===== config.mk =====
export PLATFORM = sky130hd
export DESIGN_NAME = tbhr_cell
export DESIGN_NICKNAME = d
export VERILOG_FILES = /design/src/tbhr_pkg.sv /design/src/tbhr_cell.sv
export SDC_FILE = /design/constraint.sdc
export NUM_CORES = 1
export LEC_CHECK = 0
export BUFFER_PORTS_ARGS = -buffer_cell sky130_fd_sc_hd__buf_4
export CAP_MARGIN = 5
export CORE_AREA = 5 5 384 386
export DETAILED_ROUTE_END_ITERATION = 16
export DIE_AREA = 0 0 389 391
export GPL_ROUTABILITY_DRIVEN = 0
export GPL_TIMING_DRIVEN = 0
export PLACE_DENSITY = 0.3
export SLEW_MARGIN = 20
export SYNTH_ARGS = -nofsm -noshare
export SYNTH_HDL_FRONTEND = slang
export SYNTH_SLANG_ARGS = --single-unit

===== constraint.sdc =====
create_clock -name clk -period 6.9 [get_ports clk]
set_input_delay 0.345 -clock clk [delete_from_list [all_inputs] [get_ports clk]]
set_output_delay 0.345 -clock clk [all_outputs]
set_load 0.005 [all_outputs]

===== src/tbhr_pkg.sv =====
package tbhr_pkg;

  localparam int HISTORY_DEPTH_DEF = 16;
  localparam int COORD_W = 24;
  localparam int TIME_W = 31;
  localparam int FRAC_W = 16;
  localparam int NUM_COORDS = 9;
  localparam int RESET_SPACING = 50;

  typedef logic signed [COORD_W-1:0] coord_t;
  typedef logic [TIME_W-1:0] stamp_t;

  // Coordinates 0..2 hold the origin, 3..5 the min corner, 6..8 the max corner.
  typedef struct packed {
    stamp_t t;
    coord_t [NUM_COORDS-1:0] c;
  } entry_t;

  typedef enum logic [1:0] {
    CELL_HOLD,
    CELL_LOAD,
    CELL_FROM_NEWER,
    CELL_FROM_OLDER
  } cell_op_t;

  typedef enum logic [1:0] {
    CMD_STORE = 2'd0,
    CMD_RESET = 2'd1,
    CMD_SHIFT = 2'd2,
    CMD_UNSHIFT = 2'd3
  } cmd_t;

  typedef enum logic [2:0] {
    ST_UNCHANGED = 3'd0,
    ST_INTERP = 3'd1,
    ST_OLDEST = 3'd2,
    ST_RESTORED = 3'd3,
    ST_WRITTEN = 3'd4
  } status_t;

endpackage


===== src/tbhr_cell.sv =====
module tbhr_cell
  import tbhr_pkg::*;
#(
  parameter int IDX = 0
) (
  input  logic     clk,
  input  cell_op_t op,
  input  entry_t   load_d,
  input  entry_t   newer_d,
  input  entry_t   older_d,
  output entry_t   q
);

  // Age of this slot when the history is refilled: newest at the head.
  localparam stamp_t AGE = TIME_W'(RESET_SPACING * IDX);

  entry_t loaded;

  always_comb begin
    loaded = load_d;
    loaded.t = (load_d.t >= AGE) ? load_d.t - AGE : '0;
  end

  always_ff @(posedge clk) begin
    unique case (op)
      CELL_HOLD:       q <= q;
      CELL_LOAD:       q <= loaded;
      CELL_FROM_NEWER: q <= newer_d;
      CELL_FROM_OLDER: q <= older_d;
      default:         q <= q;
    endcase
  end

endmodule


==> flow_metrics.py <==
metrics = {
    "drt": {
        "first_iter_violations": 572,
        "wl_um": 106000,
        "drt_first_pass_iters": 4,
        "ant_nets": 0,
        "drc_errors": 0,
        "dr_total_vias": 12765,
        "via_per_inst": 3.15,
        "wl_per_cell_um": 26.2,
    },
    "cells_and_area": {
        "area_growth_syn_to_layout_pct": 87.9,
        "final_util": 0.167,
        "drive_above_1_share": 0.521,
        "reg_top3": "q x247",
        "max_flop_register": "q",
        "layout.nets": 2850,
        "final-instance-count-excl-fill": 4046,
        "largest_reg_flops": 247,
    },
    "power": {
        "p_per_area_nw_per_um2": 214,
        "intPower_uw": 3630,
        "peakVddDrop_mv": 0.135,
        "clkPwrFrac": 0.382,
        "p_leak_uw": 0.0105,
        "swShare": 0.291,
        "seq_power_share": 0.375,
        "pwr-share-comb": 0.243,
        "p_switching_uw": 1490,
    },
    "yosys": {
        "synth_cells": 1072,
        "ys_seq_area_frac": 0.583,
        "synth_cell_type_count": 11,
        "yosysWarnings": 0,
        "synthesis.area_um2": 12700,
        "ys_ff_latch": 247,
        "syn_nets": 1816,
        "avgSynthCellArea_um2": 11.9,
    },
    "sta": {
        "max_freq_mhz": 430,
        "worst_pin_slew_ps": 1000,
        "maxSlewViolCount": 0,
        "max_slew_margin": 0.332,
        "period_share": 0.337,
        "hold_viol": 0,
        "setup_viol": 0,
        "rsz0062_at_grt": "no",
        "fin_ws_ps": 4570,
        "layout_min_cycle_time_ps": 2330,
    },
    "floorplan": {
        "die_y_um": 391,
        "ioPinCount": 991,
        "core-area_um2": 143000,
        "die_area_um2": 152000,
        "die_w_um": 389,
        "core.rowCount": 139,
        "initial_core_util": 0.0888,
    },
    "global_routing": {
        "grt_pass1_wl_um": 133000,
        "grt_remaining_overflow": 0,
        "antenna_found_initial": 23,
        "grt_max_degree": 44,
        "grtUsageTotal": 0.131,
        "grt_pass1_vias": 13880,
    },
    "hold_path": {
        "hp-class": "in2reg",
    },
    "setup_path": {
        "critPathMaxStageDelay_ps": 500,
        "cp-end-kind": "flop",
        "critical_path_class": "in2reg",
        "crit_path_top_delay_cell": "or2_4",
        "crit_required_ps": 7140,
        "cp_top_family": "buffers and inverters",
        "crit_chain": "buf_2, buf_2, or2_4, buf_16, buf_16, buf_12",
        "arrival_ps": 2570,
        "cp-start-kind": "input pin",
        "crit_buf_inv": 5,
        "worst-path-max-fanout": 43,
    },
    "clock_tree": {
        "numCtsBuffers": 38,
        "ctsHoldBuffers": 0,
        "cts_num_sinks": 247,
        "clk_path_buf_depth": 3,
        "ctsResizeCount": 0,
        "h-tree-depth": 2,
        "cts_tree": "done",
        "clk_pin_slew_worst_paths_ps": 60,
        "cts_root_buf": "clkbuf_16",
        "cts_setup_buffers": 0,
    },
    "flow_run": {
        "maxCapViolCount": 0,
    },
    "status": {
        "status": "completed",
    },
    "placed_design": {
        "dp_slack_ps": 3530,
        "dp_hpwl_um": 90700,
        "io_buffers": 988,
        "dp_cells": 3969,
    },
}
## cell usage in the layout (no fill, tap or decap)
master,Yosys,final
inv_6,0,1
buf_1,6,6
clkbuf_16,0,39
buf_8,23,23
or2_4,0,1
clkinvlp_4,0,3
diode_2,0,10
edfxtp_1,247,247
nor2_1,247,247
clkbuf_2,0,2
a21oi_1,247,247
clkinv_4,0,1
clkbuf_1,18,22
clkinv_1,0,6
clkinv_2,0,8
mux2i_1,247,247
buf_2,31,31
buf_12,2,4
bufinv_16,0,3
buf_16,0,4
buf_4,3,991
## tightest hold or removal path: stages
cell	delay, ps
buf_4	80
nor2_1	30
a21oi_1	90
## cell families after synthesis
group | Yosys count | share of synthesized area
multiplexers | 247 | 0.194
AO/OA/AOI/OAI | 247 | 0.0972
flip-flops | 247 | 0.583
buffers and inverters | 83 | 0.0514
AND/OR/NAND/NOR | 248 | 0.0734
## cell usage after synthesis
| cell type | number | area [µm²] |
|---|---|---|
| buf_1 | 6 | 22.5 |
| buf_4 | 3 | 22.5 |
| buf_8 | 23 | 345 |
| buf_12 | 2 | 40.0 |
| or2_2 | 1 | 6.26 |
| buf_2 | 31 | 155 |
| edfxtp_1 | 247 | 7420 |
| nor2_1 | 247 | 927 |
| clkbuf_1 | 18 | 67.6 |
| mux2i_1 | 247 | 2470 |
| a21oi_1 | 247 | 1240 |
## worst paths after layout
path        from          endpoint  slack [ps]  cells past startpoint
max        op[1]  q[170]$_DFFE_PP_        4570                      6
min   load_d[64]   q[64]$_DFFE_PP_          90                      3
## stage by stage
stage,power (µW),instance area [µm²],TNS (ps),hold slack (ps)
CTS,5300,23900,0,15.9
global placement,3250,22500,-128600,669
finish,5120,23900,0,91.2
floorplan,2260,12700,0,570
detailed placement,3240,22700,0,670
global route,5390,23900,0,40.3
## layer usage
layer / up-vias / routed length (µm) / track usage
li1: 6019 / - / -
met5: - / 84 / 0
met1: 6098 / 40600 / 0.147
met2: 542 / 54100 / 0.234
met4: 14 / 2390 / 0.0304
met3: 92 / 8680 / 0.0479
## area by class of cell
cell class	count	area (µm²)
sequential	247	7420
tap	1903	2380
fill	16201	119000
timing repair buffer	994	7570
multi-input combinational	742	4640
clock buffer	45	998
clock inverter	22	193
buffer	83	656
antenna	10	25.0
## power groups by stage
stage	combinational [µW]	sequential [µW]	clock, µW
after floorplan	289	1970	0
after global placement	1290	1960	0
after detailed placement	1290	1950	0
after CTS	1300	1920	2080
after global routing	1330	1940	2120
final	1240	1920	1960
(Power assumes the default switching activity.)
